$ cat src/design/fvom_pkg.sv
// Shared types, register codes and the quarter-wave sine table for the
// four-voice oscillator mixer. No dependencies.
`default_nettype none

package fvom_pkg;

  // Configuration register indexes
  localparam logic [2:0] REG_SQUARE_STEP   = 3'd0;
  localparam logic [2:0] REG_SAW_STEP      = 3'd1;
  localparam logic [2:0] REG_SINE_STEP     = 3'd2;
  localparam logic [2:0] REG_SQUARE_VOLUME = 3'd3;
  localparam logic [2:0] REG_SAW_VOLUME    = 3'd4;
  localparam logic [2:0] REG_SINE_VOLUME   = 3'd5;
  localparam logic [2:0] REG_NOISE_VOLUME  = 3'd6;

  // Accumulate source select
  localparam logic [1:0] ACC_SAW   = 2'd0;
  localparam logic [1:0] ACC_SINE  = 2'd1;
  localparam logic [1:0] ACC_NOISE = 2'd2;

  // Restoring remainder runs one bit per cycle over the random byte
  localparam int unsigned MOD_STEPS = 8;

  localparam int unsigned QUARTER_TABLE_DEPTH = 64;

  // q[t] = 128 + round(127 * sin(t * pi / 128))
  localparam logic [7:0] QUARTER_SINE [QUARTER_TABLE_DEPTH] = '{
    8'd128, 8'd131, 8'd134, 8'd137, 8'd140, 8'd144, 8'd147, 8'd150,
    8'd153, 8'd156, 8'd159, 8'd162, 8'd165, 8'd168, 8'd171, 8'd174,
    8'd177, 8'd179, 8'd182, 8'd185, 8'd188, 8'd191, 8'd193, 8'd196,
    8'd199, 8'd201, 8'd204, 8'd206, 8'd209, 8'd211, 8'd213, 8'd216,
    8'd218, 8'd220, 8'd222, 8'd224, 8'd226, 8'd228, 8'd230, 8'd232,
    8'd234, 8'd235, 8'd237, 8'd239, 8'd240, 8'd241, 8'd243, 8'd244,
    8'd245, 8'd246, 8'd248, 8'd249, 8'd250, 8'd250, 8'd251, 8'd252,
    8'd253, 8'd253, 8'd254, 8'd254, 8'd254, 8'd255, 8'd255, 8'd255
  };

  // Configuration register file contents
  typedef struct packed {
    logic [15:0] square_step;
    logic [15:0] saw_step;
    logic [15:0] sine_step;
    logic [7:0]  square_volume;
    logic [7:0]  saw_volume;
    logic [7:0]  sine_volume;
    logic [7:0]  noise_volume;
  } cfg_t;

  // Controller to datapath commands
  typedef struct packed {
    logic       start;     // latch random byte, arm remainder unit
    logic       phase_en;  // advance phases, seed sum with square voice
    logic       mul_en;    // load product register
    logic       mul_sine;  // 1: sine operands, 0: saw operands
    logic       acc_en;    // add one voice to the sum
    logic [1:0] acc_sel;
    logic       mod_step;  // one remainder iteration
    logic       load_out;  // clamp sum into the output word
  } cmd_t;

  // Datapath to controller status
  typedef struct packed {
    logic out_free;
  } stat_t;

  // Full-wave sine of the phase high byte, folded from the quarter table
  function automatic logic [7:0] sine_of(input logic [7:0] h);
    logic [5:0] idx;
    logic [7:0] q;
    idx = h[6] ? ~h[5:0] : h[5:0];
    q   = QUARTER_SINE[idx];
    return h[7] ? ~q : q;
  endfunction

endpackage

`default_nettype wire

$ cat src/design/four_voice_oscillator_mixer_unit.sv
// Four-voice oscillator mixer: square, sawtooth and sine DDS voices plus a
// noise voice, summed into one clamped unsigned 8-bit sample per tick word.
// Each accepted tick runs through the whole sequence before the next tick is
// accepted; it is set by one shared 8x8 multiplier used twice (saw, sine) and
// a one-bit-per-cycle remainder unit for the noise voice. The finished sample
// sits in an output register, so a new tick is taken while it waits. Registers
// are written through the cfg port (always ready) by the user only while idle;
// the block does not enforce it. Depends on fvom_pkg, fvom_ctrl, fvom_dp.
`default_nettype none

module four_voice_oscillator_mixer_unit import fvom_pkg::*; (
  input  wire        clk,
  input  wire        rst,
  // tick words
  input  wire        tick_valid,
  output logic       tick_stall,
  input  wire [7:0]  random_byte,
  // sample words
  output logic       sample_valid,
  input  wire        sample_stall,
  output logic [7:0] pcm_sample,
  // register writes
  input  wire        cfg_valid,
  output logic       cfg_ready,
  input  wire [2:0]  cfg_index,
  input  wire [15:0] cfg_data
);

  cfg_t  cfg;
  cmd_t  cmd;
  stat_t stat;
  logic  busy;

  assign cfg_ready  = 1'b1;
  assign tick_stall = busy;

  // Register file; writes beyond the list are dropped
  always_ff @(posedge clk) begin
    if (rst) begin
      cfg <= '0;
    end else if (cfg_valid && cfg_ready) begin
      unique case (cfg_index)
        REG_SQUARE_STEP:   cfg.square_step   <= cfg_data;
        REG_SAW_STEP:      cfg.saw_step      <= cfg_data;
        REG_SINE_STEP:     cfg.sine_step     <= cfg_data;
        REG_SQUARE_VOLUME: cfg.square_volume <= cfg_data[7:0];
        REG_SAW_VOLUME:    cfg.saw_volume    <= cfg_data[7:0];
        REG_SINE_VOLUME:   cfg.sine_volume   <= cfg_data[7:0];
        REG_NOISE_VOLUME:  cfg.noise_volume  <= cfg_data[7:0];
        default: ;
      endcase
    end
  end

  fvom_ctrl u_ctrl (
    .clk        (clk),
    .rst        (rst),
    .tick_valid (tick_valid),
    .busy       (busy),
    .stat       (stat),
    .cmd        (cmd)
  );

  fvom_dp u_dp (
    .clk          (clk),
    .rst          (rst),
    .cfg          (cfg),
    .cmd          (cmd),
    .random_byte  (random_byte),
    .stat         (stat),
    .sample_valid (sample_valid),
    .sample_stall (sample_stall),
    .pcm_sample   (pcm_sample)
  );

endmodule

`default_nettype wire

$ cat src/design/fvom_ctrl.sv
// Sequencing controller for the oscillator mixer: walks each tick word
// through phase update, two multiplies, the remainder loop and output load.
// Depends on fvom_pkg.
`default_nettype none

module fvom_ctrl import fvom_pkg::*; (
  input  wire   clk,
  input  wire   rst,
  input  wire   tick_valid,
  output logic  busy,
  input  stat_t stat,
  output cmd_t  cmd
);

  localparam logic [3:0] S_IDLE      = 4'd0;
  localparam logic [3:0] S_PHASE     = 4'd1;
  localparam logic [3:0] S_SAW_MUL   = 4'd2;
  localparam logic [3:0] S_SAW_ACC   = 4'd3;
  localparam logic [3:0] S_SINE_MUL  = 4'd4;
  localparam logic [3:0] S_SINE_ACC  = 4'd5;
  localparam logic [3:0] S_MOD       = 4'd6;
  localparam logic [3:0] S_NOISE_ACC = 4'd7;
  localparam logic [3:0] S_OUT       = 4'd8;

  localparam logic [2:0] MOD_LAST = 3'(MOD_STEPS - 1);

  logic [3:0] state, state_next;
  logic [2:0] mod_cnt, mod_cnt_next;

  // State and remainder iteration counter
  always_ff @(posedge clk) begin
    if (rst) begin
      state   <= S_IDLE;
      mod_cnt <= '0;
    end else begin
      state   <= state_next;
      mod_cnt <= mod_cnt_next;
    end
  end

  assign busy = (state != S_IDLE);

  // Next state and commands
  always_comb begin
    state_next   = state;
    mod_cnt_next = mod_cnt;
    cmd          = '0;
    unique case (state)
      S_IDLE: begin
        if (tick_valid) begin
          cmd.start  = 1'b1;
          state_next = S_PHASE;
        end
      end
      S_PHASE: begin
        cmd.phase_en = 1'b1;
        state_next   = S_SAW_MUL;
      end
      S_SAW_MUL: begin
        cmd.mul_en = 1'b1;
        state_next = S_SAW_ACC;
      end
      S_SAW_ACC: begin
        cmd.acc_en  = 1'b1;
        cmd.acc_sel = ACC_SAW;
        state_next  = S_SINE_MUL;
      end
      S_SINE_MUL: begin
        cmd.mul_en   = 1'b1;
        cmd.mul_sine = 1'b1;
        state_next   = S_SINE_ACC;
      end
      S_SINE_ACC: begin
        cmd.acc_en   = 1'b1;
        cmd.acc_sel  = ACC_SINE;
        mod_cnt_next = '0;
        state_next   = S_MOD;
      end
      S_MOD: begin
        cmd.mod_step = 1'b1;
        mod_cnt_next = mod_cnt + 3'd1;
        if (mod_cnt == MOD_LAST) begin
          state_next = S_NOISE_ACC;
        end
      end
      S_NOISE_ACC: begin
        cmd.acc_en  = 1'b1;
        cmd.acc_sel = ACC_NOISE;
        state_next  = S_OUT;
      end
      S_OUT: begin
        // hold until the output register can take the word
        if (stat.out_free) begin
          cmd.load_out = 1'b1;
          state_next   = S_IDLE;
        end
      end
      default: begin
        state_next = S_IDLE;
      end
    endcase
  end

endmodule

`default_nettype wire

$ cat src/design/fvom_dp.sv
// Datapath for the oscillator mixer: phase accumulators, shared 8x8
// multiplier, bit-serial remainder unit, sum and output register.
// Depends on fvom_pkg.
`default_nettype none

module fvom_dp import fvom_pkg::*; (
  input  wire        clk,
  input  wire        rst,
  input  cfg_t       cfg,
  input  cmd_t       cmd,
  input  wire [7:0]  random_byte,
  output stat_t      stat,
  output logic       sample_valid,
  input  wire        sample_stall,
  output logic [7:0] pcm_sample
);

  logic [15:0] square_phase, saw_phase, sine_phase;
  logic [15:0] square_phase_next;
  logic [15:0] product;
  logic [7:0]  mod_rem, mod_div;
  logic signed [10:0] sum;

  logic [7:0]  mul_a, mul_b;
  logic [8:0]  mod_trial;
  logic [7:0]  acc_vol;
  logic [7:0]  acc_val;
  logic [10:0] acc_term;
  logic [10:0] square_term;
  logic [6:0]  square_half;

  // Phase accumulators; a silent voice holds its phase
  assign square_phase_next = square_phase + cfg.square_step;

  always_ff @(posedge clk) begin
    if (rst) begin
      square_phase <= '0;
      saw_phase    <= '0;
      sine_phase   <= '0;
    end else if (cmd.phase_en) begin
      if (cfg.square_volume != 8'd0) square_phase <= square_phase_next;
      if (cfg.saw_volume != 8'd0)    saw_phase    <= saw_phase + cfg.saw_step;
      if (cfg.sine_volume != 8'd0)   sine_phase   <= sine_phase + cfg.sine_step;
    end
  end

  // Shared multiplier, registered product
  assign mul_a = cmd.mul_sine ? sine_of(sine_phase[15:8]) : saw_phase[15:8];
  assign mul_b = cmd.mul_sine ? cfg.sine_volume : cfg.saw_volume;

  always_ff @(posedge clk) begin
    if (cmd.mul_en) begin
      product <= mul_a * mul_b;
    end
  end

  // Restoring remainder of the random byte by the noise volume
  assign mod_trial = {mod_rem, mod_div[7]};

  always_ff @(posedge clk) begin
    if (cmd.start) begin
      mod_rem <= '0;
      mod_div <= random_byte;
    end else if (cmd.mod_step) begin
      mod_div <= {mod_div[6:0], 1'b0};
      if (mod_trial >= {1'b0, cfg.noise_volume}) begin
        mod_rem <= 8'(mod_trial - {1'b0, cfg.noise_volume});
      end else begin
        mod_rem <= mod_trial[7:0];
      end
    end
  end

  // Square voice term, seeded with the 255 output offset
  assign square_half = cfg.square_volume[7:1];
  always_comb begin
    if (cfg.square_volume == 8'd0) begin
      square_term = 11'd255;
    end else if (square_phase_next[15]) begin
      square_term = 11'd255 + {4'd0, square_half};
    end else begin
      square_term = 11'd255 - {4'd0, square_half};
    end
  end

  // Term for the other voices
  always_comb begin
    case (cmd.acc_sel)
      ACC_SAW: begin
        acc_vol = cfg.saw_volume;
        acc_val = product[15:8];
      end
      ACC_SINE: begin
        acc_vol = cfg.sine_volume;
        acc_val = product[15:8];
      end
      ACC_NOISE: begin
        acc_vol = cfg.noise_volume;
        acc_val = mod_rem;
      end
      default: begin
        acc_vol = '0;
        acc_val = '0;
      end
    endcase
    if (acc_vol == 8'd0) begin
      acc_term = '0;
    end else begin
      acc_term = {3'd0, acc_val} - {4'd0, acc_vol[7:1]};
    end
  end

  always_ff @(posedge clk) begin
    if (cmd.phase_en) begin
      sum <= $signed(square_term);
    end else if (cmd.acc_en) begin
      sum <= sum + $signed(acc_term);
    end
  end

  // Output register with clamp
  assign stat.out_free = !sample_valid || !sample_stall;

  always_ff @(posedge clk) begin
    if (rst) begin
      sample_valid <= 1'b0;
    end else if (cmd.load_out) begin
      sample_valid <= 1'b1;
    end else if (!sample_stall) begin
      sample_valid <= 1'b0;
    end
  end

  always_ff @(posedge clk) begin
    if (cmd.load_out) begin
      if (sum < 0) begin
        pcm_sample <= 8'd0;
      end else if (sum > 11'sd255) begin
        pcm_sample <= 8'd255;
      end else begin
        pcm_sample <= sum[7:0];
      end
    end
  end

endmodule

`default_nettype wire

$ cat config.mk
export PLATFORM = sky130hd
export DESIGN_NAME = four_voice_oscillator_mixer_unit
export DESIGN_NICKNAME = d
export VERILOG_FILES = /design/src/design/fvom_pkg.sv /design/src/design/four_voice_oscillator_mixer_unit.sv /design/src/design/fvom_ctrl.sv /design/src/design/fvom_dp.sv
export SDC_FILE = /design/constraint.sdc
export NUM_CORES = 1
export LEC_CHECK = 0
export BUFFER_PORTS_ARGS = -buffer_cell sky130_fd_sc_hd__buf_2
export CORE_ASPECT_RATIO = 0.5
export CORE_MARGIN = 2
export CORE_UTILIZATION = 30
export CTS_CLUSTER_DIAMETER = 50
export DETAILED_ROUTE_END_ITERATION = 16
export PLACE_DENSITY = 0.45
export REMOVE_ABC_BUFFERS = 1
export SYNTH_ARGS = -nofsm -noshare
export SYNTH_HDL_FRONTEND = slang
export SYNTH_SLANG_ARGS = --single-unit
$ cat constraint.sdc
create_clock -name clk -period 14.2 [get_ports clk]
set_input_delay 1.42 -clock clk [delete_from_list [all_inputs] [get_ports clk]]
set_output_delay 1.42 -clock clk [all_outputs]
set_load 0.01 [all_outputs]
==> impl_metrics.yaml, run 1 <==
synth:
  synthCells: 1694
  syn_area_per_cell_sq_um: 7.93
  synth_xor_area_share_pct: 4.30
  ys_seq_area_share_pct: 29.3
  synthTopCellsByArea: "dfxtp_1, ha_1, nand2_1"
  yosys.area_share.simple_pct: 22.7
  synth_commonest_cells: "nand2_1, a21oi_1, nor2_1"
  yosys.area.top_type: "dfxtp_1"
  synth_compound_area_share_pct: 19.0
  synth_most_common_cell: "nand2_1"
  yosys_warnings: 0
  synthAdderAreaFrac_pct: 16.1
  synth_area_sq_um: 13400
  ys_ff_latch: 179
  synth_edf_count: 35
  synth_top_family_by_area: "simple AND/OR/NAND/NOR gates"
  ys_types: 89
  synthArstFlopShare_pct: 0
  muxShareOfSynthArea_pct: 3.11
  yosys_most_used_dff: "dfxtp_1"
  synth_top_area_share_pct: 21.5
setup_path:
  worstPathArrival_ns: 7.76
  rrSetupSlack_ns: 6.63
  worstSetupPathType: "flip-flop to flip-flop"
  crit_family: "adder cells"
  r2r_cells: 22
  critPathCaptureType: "flip-flop"
  crit_buf_inv: 3
  crit_required_ns: 14.39
  crit_fanout: 32
  slowest_stage: "dfxtp_1"
  cp_num_cells: 22
  cpPeakStageDelay_ns: 1.04
  critPathLaunchType: "flip-flop"
  path_cells: "clkinv_1, nand2_1, o21ai_0, a21boi_0, nor4_1, xor2_1, mux2i_1, nor2_1, fa_1, fa_1, fa_1, inv_1, fa_1, inv_1, ha_1, a21oi_1, o21bai_1, a21o_1, nor3_1, o311ai_4, a2111o_1, o211a_1"
  critPathMostFrequentCell: "fa_1"
worst_hold_path:
  hold_depth: 2
  hp-class: "flip-flop to flip-flop"
die:
  die_w_microns: 303
  core_sq_um: 43800
  ios: 43
  rows: 54
  die_h_microns: 154
  initial_core_util_pct: 30.6
  die_area_sq_um: 46600
clock_network:
  post-cts-setup-buffers: 0
  clkTransAtPathRegs_ns: 0.07
  cts-buffers-inserted: 17
  cts_hold_buf: 0
  cts_sinks: 179
  cts_resized: 0
  insertion_delay_ns: 0.46
  cts_max_path_buffers: 2
  cts_tree: "built"
  cts.htree.levels: 4
  cts_root_buffer: "clkbuf_16"
run_status:
  outcome: "complete, no violations"
placement:
  place_ws_ns: 6.67
  place_congestion: 0.819
  portBuffers: 41
  dp_hpwl_microns: 27000
finish:
  diodes: 0
  multi_input_area_sq_um: 8780
  register_area_sq_um: 3930
  nFillCells: 4669
  final_layout_size_suffix_gt1_share_pct: 8.14
  syn_to_final_growth_pct: 9.28
  layout.nets: 1873
timing:
  fin_crit_ns: 7.57
  slew_headroom_pct: 27.8
  worstMarginPinSlew_ns: 1.08
  period_share_pct: 53.3
  rsz0062_at_grt: "no"
  fin_ws_ns: 6.63
  hold_viol: 0
  setup_viol: 0
  finalClockSkew_ns: 0.0196
  setup-tns-final_ns: 0
  maxSlewViolCount: 0
  whs_ns: 0.459
  clock.fmax_mhz: 132
drt:
  drt-total-wl_microns: 36900
  vias: 11400
  wl_per_cell_microns: 16.1
  drc_errors: 0
  via_per_inst: 4.96
  dr.pass1.iters: 5
  drt_first_iter_violations: 669
  ant_nets: 0
global_route:
  grt_pass1_vias: 11000
  grt_remaining_overflow: 0
  grt_util_all_layers_pct: 16.2
  grt_pass1_wl_microns: 60300
  antenna_found_initial: 0
  grt_max_degree: 73
power_and_ir_drop:
  p_leak_nw: 5.84
  p_seq_share_pct: 46.3
  p_int_mw: 0.858
  power_density_nw_per_um2: 83.0
  swShare_pct: 29.5
  pwr-share-comb_pct: 16.0
  vdd.ir_drop.worst_mv: 0.0785
  p_clk_share_pct: 37.7
  power.switching_mw: 0.359
flow_run:
  drv_cap: 0
cell families after synthesis:
| logic type | after synthesis |
|---|---|
| other cells | 1 |
| compound gates | 416 |
| simple gates | 676 |
| buf+inv | 167 |
| fa+ha+maj | 149 |
| xor+xnor | 66 |
| flops | 179 |
| mux | 40 |
worst register-to-register path, cell delays in order, from the launching register on:
cell and delay [ns]:
dfxtp_1 1.04, clkinv_1 0.56, nand2_1 0.25, o21ai_0 0.13
a21boi_0 0.15, nor4_1 0.35, xor2_1 0.11, mux2i_1 0.60
nor2_1 0.13, fa_1 0.52, fa_1 0.52, fa_1 0.54
inv_1 0.06, fa_1 0.52, inv_1 0.04, ha_1 0.37
a21oi_1 0.18, o21bai_1 0.08, a21o_1 0.18, nor3_1 0.26
o311ai_4 0.18, a2111o_1 0.40, o211a_1 0.14
registers in the layout, indices dropped and copies added (netlist names), 11 cells and up:
name               count
cfg                   80
u_dp.saw_phase        16
u_dp.sine_phase       16
u_dp.square_phase     16
u_dp.sum              11
per-stage QoR:
step | instance area, sq um | std cells | power, mW | util, %
2_1_floorplan | 13000 | 1618 | 0.702 | -
3_3_place_gp | 14100 | 2263 | 0.772 | 32.2
3_5_place_dp | 14100 | 2263 | 0.771 | 32.2
4_1_cts | 14700 | 2295 | 1.24 | 33.5
5_1_grt | 14700 | 2295 | 1.28 | 33.5
6_report | 14700 | 2295 | 1.22 | 33.5
power groups by stage:
stage	clock (mW)	sequential [mW]	combinational, mW
6_report	0.459	0.564	0.194
5_1_grt	0.496	0.567	0.219
4_1_cts	0.475	0.564	0.197
3_5_place_dp	0	0.576	0.195
3_3_place_gp	0	0.576	0.196
2_1_floorplan	0	0.572	0.129
per-layer routing:
metal	routed length, microns	global-route usage (%)
met5	0	0
met2	15900	24.7
met1	19300	24.0
met4	288	2.70
met3	1420	2.92
worst paths after layout:
path / start / endpoint
worst min register to register: u_dp.square_phase[11] / u_dp.square_phase[11]
worst max register to register: u_dp.sine_phase[14] / u_dp.product[15]
worst min-delay path: u_dp.square_phase[11] / u_dp.square_phase[11]
worst max-delay path: u_dp.sine_phase[14] / u_dp.product[15]
layout make-up:
cell class	count	area share, %
clock buffer	20	3.12
multi-input combinational	1348	59.8
clock inverter	12	0.648
timing repair buffer	57	2.23
sequential	179	26.8
tap	588	5.01
inverter	91	2.33
placed cells by master (no fill, tap or decap), types with 8 or more instances in the layout:
cell type  Yosys  final
a211oi_1      10     10
a21boi_0       8      8
a21o_1        29     29
a21oi_1      208    208
a31oi_1       11     11
buf_2         13     40
buf_4          8     17
clkbuf_16      0     18
dfxtp_1      144    144
edfxtp_1      35     35
fa_1          41     41
ha_1         106    106
inv_1         90     90
mux2_2        14     14
mux2i_1       26     26
nand2_1      287    287
nand2b_1      26     26
nand3_1       29     29
nand4_1        9      9
nor2_1       181    180
nor2b_1       25     25
nor3_1        39     38
nor4_1        13     13
o21ai_0       65     65
o21bai_1      13     13
or2_2         17     17
xnor2_1       46     46
xor2_1        20     20
Note: power is estimated with default switching activity, not from simulation.
==> run 2, diff against run 1 <==
--- a/config.mk
+++ b/config.mk
@@ -11,7 +11,7 @@
 export CORE_UTILIZATION = 30
 export CTS_CLUSTER_DIAMETER = 50
 export DETAILED_ROUTE_END_ITERATION = 16
-export PLACE_DENSITY = 0.45
+export PLACE_DENSITY = 0.47
 export REMOVE_ABC_BUFFERS = 1
 export SYNTH_ARGS = -nofsm -noshare
 export SYNTH_HDL_FRONTEND = slang
==> constraint.sdc (replaced) <==
create_clock -name clk -period 6.7 [get_ports clk]
set_input_delay 0.67 -clock clk [delete_from_list [all_inputs] [get_ports clk]]
set_output_delay 0.67 -clock clk [all_outputs]
set_load 0.01 [all_outputs]
==> run 2 against run 1 <==
  * Sequential share of layout area down 0.56 points
  * Flip-flop and latch count is the same
  * Sequential power rose by 110%
==> impl_metrics.yaml, run 2 (same netlist as run 1, synthesis figures left out) <==
timing:
  maxSlewViolCount: 0
  finalClockSkew_ns: 0.0137
  period_share_pct: 95.7
  fin_crit_ns: 6.41
  fin_ws_ns: 0.291
  rsz0062_at_grt: "no"
  slew_headroom_pct: 24.6
  whs_ns: 0.459
  worstMarginPinSlew_ns: 1.13
  setup_viol: 0
  setup-tns-final_ns: 0
  clock.fmax_mhz: 156
  hold_viol: 0
clock_network:
  cts_max_path_buffers: 2
  insertion_delay_ns: 0.45
  cts_hold_buf: 0
  cts_tree: "built"
  cts_sinks: 179
  clkTransAtPathRegs_ns: 0.08
  cts_root_buffer: "clkbuf_16"
  cts.htree.levels: 4
  cts-buffers-inserted: 17
power_and_ir_drop:
  p_leak_nw: 6.03
  vdd.ir_drop.worst_mv: 0.171
  power_density_nw_per_um2: 176
global_route:
  grt_pass1_vias: 11200
  grt_pass1_wl_microns: 60700
  grt_remaining_overflow: 0
  antenna_found_initial: 0
  grt_max_degree: 60
  grt_util_all_layers_pct: 16.2
worst_hold_path:
  hp-class: "flip-flop to flip-flop"
die:
  die_area_sq_um: 46600
  die_w_microns: 303
  ios: 43
  core_sq_um: 43800
  rows: 54
  initial_core_util_pct: 30.6
  die_h_microns: 154
finish:
  final_common_cell: "nand2_1"
  diodes: 0
  fin_area_sq_um: 15000
  nFillCells: 4625
  syn_to_final_growth_pct: 11.8
  largest_register_ffs: 80
  layout.nets: 1907
  final_layout_size_suffix_gt1_share_pct: 10.6
  finalNonFillerCells: 2329
  mostFrequentLayoutCells: "nand2_1, a21oi_1, nor2_1"
  top_register: "cfg"
setup_path:
  crit_required_ns: 6.90
  critPathCaptureType: "flip-flop"
  crit_fanout: 25
  critPathLaunchType: "flip-flop"
  worstPathArrival_ns: 6.61
  worstSetupPathType: "flip-flop to flip-flop"
drt:
  top_layer_used: "met4"
  drt_first_iter_violations: 586
  wl_met1_microns: 19800
  route.met3.wl_microns: 941
  drc_errors: 0
  met2_wirelength_microns: 15800
  via_per_inst: 4.95
  wl_per_cell_microns: 15.9
  drt-total-wl_microns: 37000
  vias: 11500
  ant_nets: 0
  dr.pass1.iters: 4
run_status:
  outcome: "complete, no violations"
placement:
  place_ws_ns: 0.242
  portBuffers: 41
  dp.cells: 2297
  place_congestion: 0.829
  dpl_cell_area_sq_um: 14400
  dp_hpwl_microns: 27500
flow_run:
  drv_cap: 0
-- run 2: changes by cell type in the layout (fill, tap and decap cells not counted), moves of 2 or more --
cell	change
buf_4	+31
dfxtp_1	-5
dfxtp_2	+5
buf_12	+3
o21ai_0	-3
o21ai_1	+3
clkbuf_1	-2
clkinvlp_4	-2
inv_8	+2
-- run 2: repair_timing --
item | 4_1_cts | 5_1_grt
resized for setup | 0 | 13
setup endpoints to repair | 0 | 8
buffers inserted | 0 | 0
-- run 2: area by class of cell --
cell class	count	area (sq um)	area share, %
Sequential cell	179	3940	26.2
Tap cell	588	736	4.90
Multi-Input combinational cell	1348	8800	58.6
Clock inverter	14	138	0.917
Clock buffer	18	439	2.93
Timing Repair Buffer	91	621	4.13
Inverter	91	342	2.28
-- run 2: path summary, 6_finish.rpt --
path | to | cells after the start | from | slack, ns
max reg2reg | u_dp.product[15] | 20 | u_dp.sine_phase[8] | 0.29
min reg2reg | u_dp.square_phase[5] | 2 | u_dp.square_phase[5] | 0.46
min | u_dp.square_phase[5] | 2 | u_dp.square_phase[5] | 0.46
max | u_dp.product[15] | 20 | u_dp.sine_phase[8] | 0.29
-- run 2: worst max-delay path: stages, from the launching register on --
cell	delay (ns)
dfxtp_1	0.36
buf_4	0.24
buf_4	0.20
or4_1	0.53
o211ai_1	0.12
o2111ai_1	0.20
mux2i_1	0.26
nor2_2	0.08
or2_2	0.32
fa_1	0.50
fa_1	0.55
inv_1	0.06
fa_1	0.50
fa_1	0.49
ha_1	0.30
nand2_1	0.05
or3_1	0.41
or3_1	0.38
o311ai_4	0.29
nand2_2	0.10
o211a_1	0.23
-- run 2: layer usage --
layer / global-route usage [%] / up-vias
li1: - / 5944
met1: 24.0 / 5415
met2: 24.7 / 140
met3: 2.36 / 28
met4: 3.50 / 0
met5: 0 / -
-- run 2: per-stage QoR --
| stage | util, % | power (mW) |
|---|---|---|
| floorplan | - | 1.49 |
| global placement | 32.9 | 1.64 |
| detailed placement | 32.9 | 1.65 |
| CTS | 34.2 | 2.68 |
| global route | 34.2 | 2.78 |
| finish | 34.2 | 2.64 |
-- run 2: power by group --
part           switching, mW  total, mW  internal, mW
Combinational          0.267      0.429         0.162
Sequential            0.0312       1.19          1.16
Clock                  0.486       1.02         0.535
Total                  0.784       2.64          1.86
==> run 3, diff against run 2 <==
--- a/config.mk
+++ b/config.mk
@@ -8,11 +8,10 @@
 export BUFFER_PORTS_ARGS = -buffer_cell sky130_fd_sc_hd__buf_2
 export CORE_ASPECT_RATIO = 0.5
 export CORE_MARGIN = 2
-export CORE_UTILIZATION = 30
+export CORE_UTILIZATION = 50
 export CTS_CLUSTER_DIAMETER = 50
 export DETAILED_ROUTE_END_ITERATION = 16
-export PLACE_DENSITY = 0.47
-export REMOVE_ABC_BUFFERS = 1
+export PLACE_DENSITY = 0.7
 export SYNTH_ARGS = -nofsm -noshare
 export SYNTH_HDL_FRONTEND = slang
 export SYNTH_SLANG_ARGS = --single-unit
==> run 3 against run 2 <==
  * Clock skew is essentially flat
  * Sequential share of layout area grew 0.72 points
  * Worst hold slack lost 0.00091 ns
  * Highest routed layer unchanged
  * Register-to-register slack gained 0.05 ns
  * Count of clock-buffer cells in the layout is the same
  * Critical endpoint unchanged
  * Die area shrank 39%
  * Total power shrank 3.6%
  * Critical path type unchanged
  * Worst setup slack gained 0.052 ns
  * Global-route usage grew 8.1 points
  * Final area shrank 2.8%
==> impl_metrics.yaml, run 3 (same netlist as run 1, synthesis figures left out) <==
die:
  die_area_sq_um: 28300
  die_h_microns: 120
  rows: 42
  ios: 43
  initial_core_util_pct: 50.8
  core_sq_um: 26400
  die_w_microns: 236
finish:
  final_common_cell: "nand2_1"
  final_layout_size_suffix_gt1_share_pct: 9.75
  top_register: "cfg"
  syn_to_final_growth_pct: 8.70
  layout.nets: 1900
  mostFrequentLayoutCells: "nand2_1, a21oi_1, nor2_1"
  largest_register_ffs: 80
drt:
  via_per_inst: 5.66
  drt_first_iter_violations: 1053
  dr.pass1.iters: 6
  drt-total-wl_microns: 33200
  wl_per_cell_microns: 15.9
  drc_errors: 0
  vias: 11800
  ant_nets: 0
global_route:
  grt_pass1_wl_microns: 55400
  grt_remaining_overflow: 0
  grt_util_all_layers_pct: 24.3
  grt_pass1_vias: 11100
  grt_max_degree: 87
  antenna_found_initial: 2
clock_network:
  cts_sinks: 179
  clkTransAtPathRegs_ns: 0.07
  cts_root_buffer: "clkbuf_16"
  cts_max_path_buffers: 2
  insertion_delay_ns: 0.46
  cts-buffers-inserted: 17
  cts_tree: "built"
  cts_hold_buf: 0
  cts.htree.levels: 4
setup_path:
  endpoint: "u_dp.product[15]"
  rrSetupSlack_ns: 0.34
  critPathLaunchType: "flip-flop"
  crit_fanout: 22
  reg2reg_to: "u_dp.product[15]"
  worstSetupPathType: "flip-flop to flip-flop"
  r2r-start: "u_dp.sine_phase[10]"
  worstPathArrival_ns: 6.56
  critPathCaptureType: "flip-flop"
  r2r_cells: 25
  crit_required_ns: 6.90
  setup.worst_path.start: "u_dp.sine_phase[10]"
placement:
  place_congestion: 0.880
  portBuffers: 41
  dp_hpwl_microns: 24500
timing:
  whs_ns: 0.458
  finalClockSkew_ns: 0.0135
  period_share_pct: 94.9
  rsz0062_at_grt: "yes"
  hold_viol: 0
  worstMarginPinSlew_ns: 1.19
  clock.fmax_mhz: 157
  slew_headroom_pct: 20.3
  maxSlewViolCount: 0
  setup_viol: 0
  fin_crit_ns: 6.36
power_and_ir_drop:
  vdd.ir_drop.worst_mv: 0.187
  p_leak_nw: 5.96
  power_density_nw_per_um2: 174
  power.total_mw: 2.54
flow_run:
  drv_cap: 0
run_status:
  outcome: "complete, no violations"
synth:
  syn_nets: 1873
worst_hold_path:
  hold_start: "u_dp.saw_phase[6]"
  hp-class: "flip-flop to flip-flop"
-- run 3: cell type report --
cell class | count | area, sq um
clock inverter | 14 | 103
sequential | 179 | 3940
tap | 352 | 440
clock buffer | 18 | 429
fill | 2505 | 11800
multi-input combinational | 1348 | 8780
inverter | 91 | 342
antenna | 2 | 5.00
timing repair buffer | 84 | 559
-- run 3: routing by layer --
layer | vias up | routed length (microns) | global-route usage, % | part of all wire, %
li1 | 5934 | - | - | -
met1 | 5523 | 16400 | 34.4 | 49
met2 | 315 | 14300 | 37.5 | 43
met3 | 51 | 1870 | 4.30 | 5.6
met4 | 0 | 631 | 8.12 | 1.9
met5 | - | 0 | 0 | 0
-- run 3: worst min path at each step --
stage,to,slack [ns],cells past startpoint
detailed placement,u_dp.square_phase[9],0.45,2
CTS,u_dp.square_phase[9],0.46,2
floorplan,u_dp.saw_phase[3],0.44,2
finish,u_dp.saw_phase[6],0.46,2
global placement,u_dp.square_phase[9],0.44,2
global route,cfg[51],0.48,2
-- run 3: timing repair --
item	in CTS	in global routing
endpoints found under the setup margin	0	6
buffers inserted	0	0
gates resized for setup	0	7
-- run 3: critical path: stages, from the launching register on --
cell and delay, ns:
dfxtp_1 0.37, buf_4 0.26, nor2b_1 0.25, mux2i_1 0.12, xor2_1 0.20, o2111ai_1 0.12, a21oi_1 0.12, o21ai_0 0.14
and3_2 0.25, a211oi_2 0.18, buf_4 0.18, nor2_1 0.06, fa_1 0.47, fa_1 0.53, fa_1 0.54, inv_1 0.05
fa_1 0.53, inv_1 0.05, ha_1 0.38, a21oi_1 0.16, o21bai_1 0.08, a21o_1 0.20, nor3_2 0.19, o311ai_4 0.16
a2111o_1 0.38, o211a_1 0.13
-- run 3: report_power, final --
part / internal (mW) / switching [mW]
sequential: 1.16 / 0.0355
combinational: 0.160 / 0.251
clock: 0.479 / 0.460
total: 1.80 / 0.747
-- run 3: stage by stage --
stage	cell area (sq um)	worst slack (ns)	setup TNS [ns]	std cells	utilization (%)
after floorplan	13400	0.302	0	1694	-
after global placement	14000	0.368	0	2054	53.1
after detailed placement	14000	0.249	0	2054	53.1
after CTS	14600	0.231	0	2086	55.1
after global routing	14600	-0.0538	-0.0538	2088	55.2
final	14600	0.343	0	2088	55.2
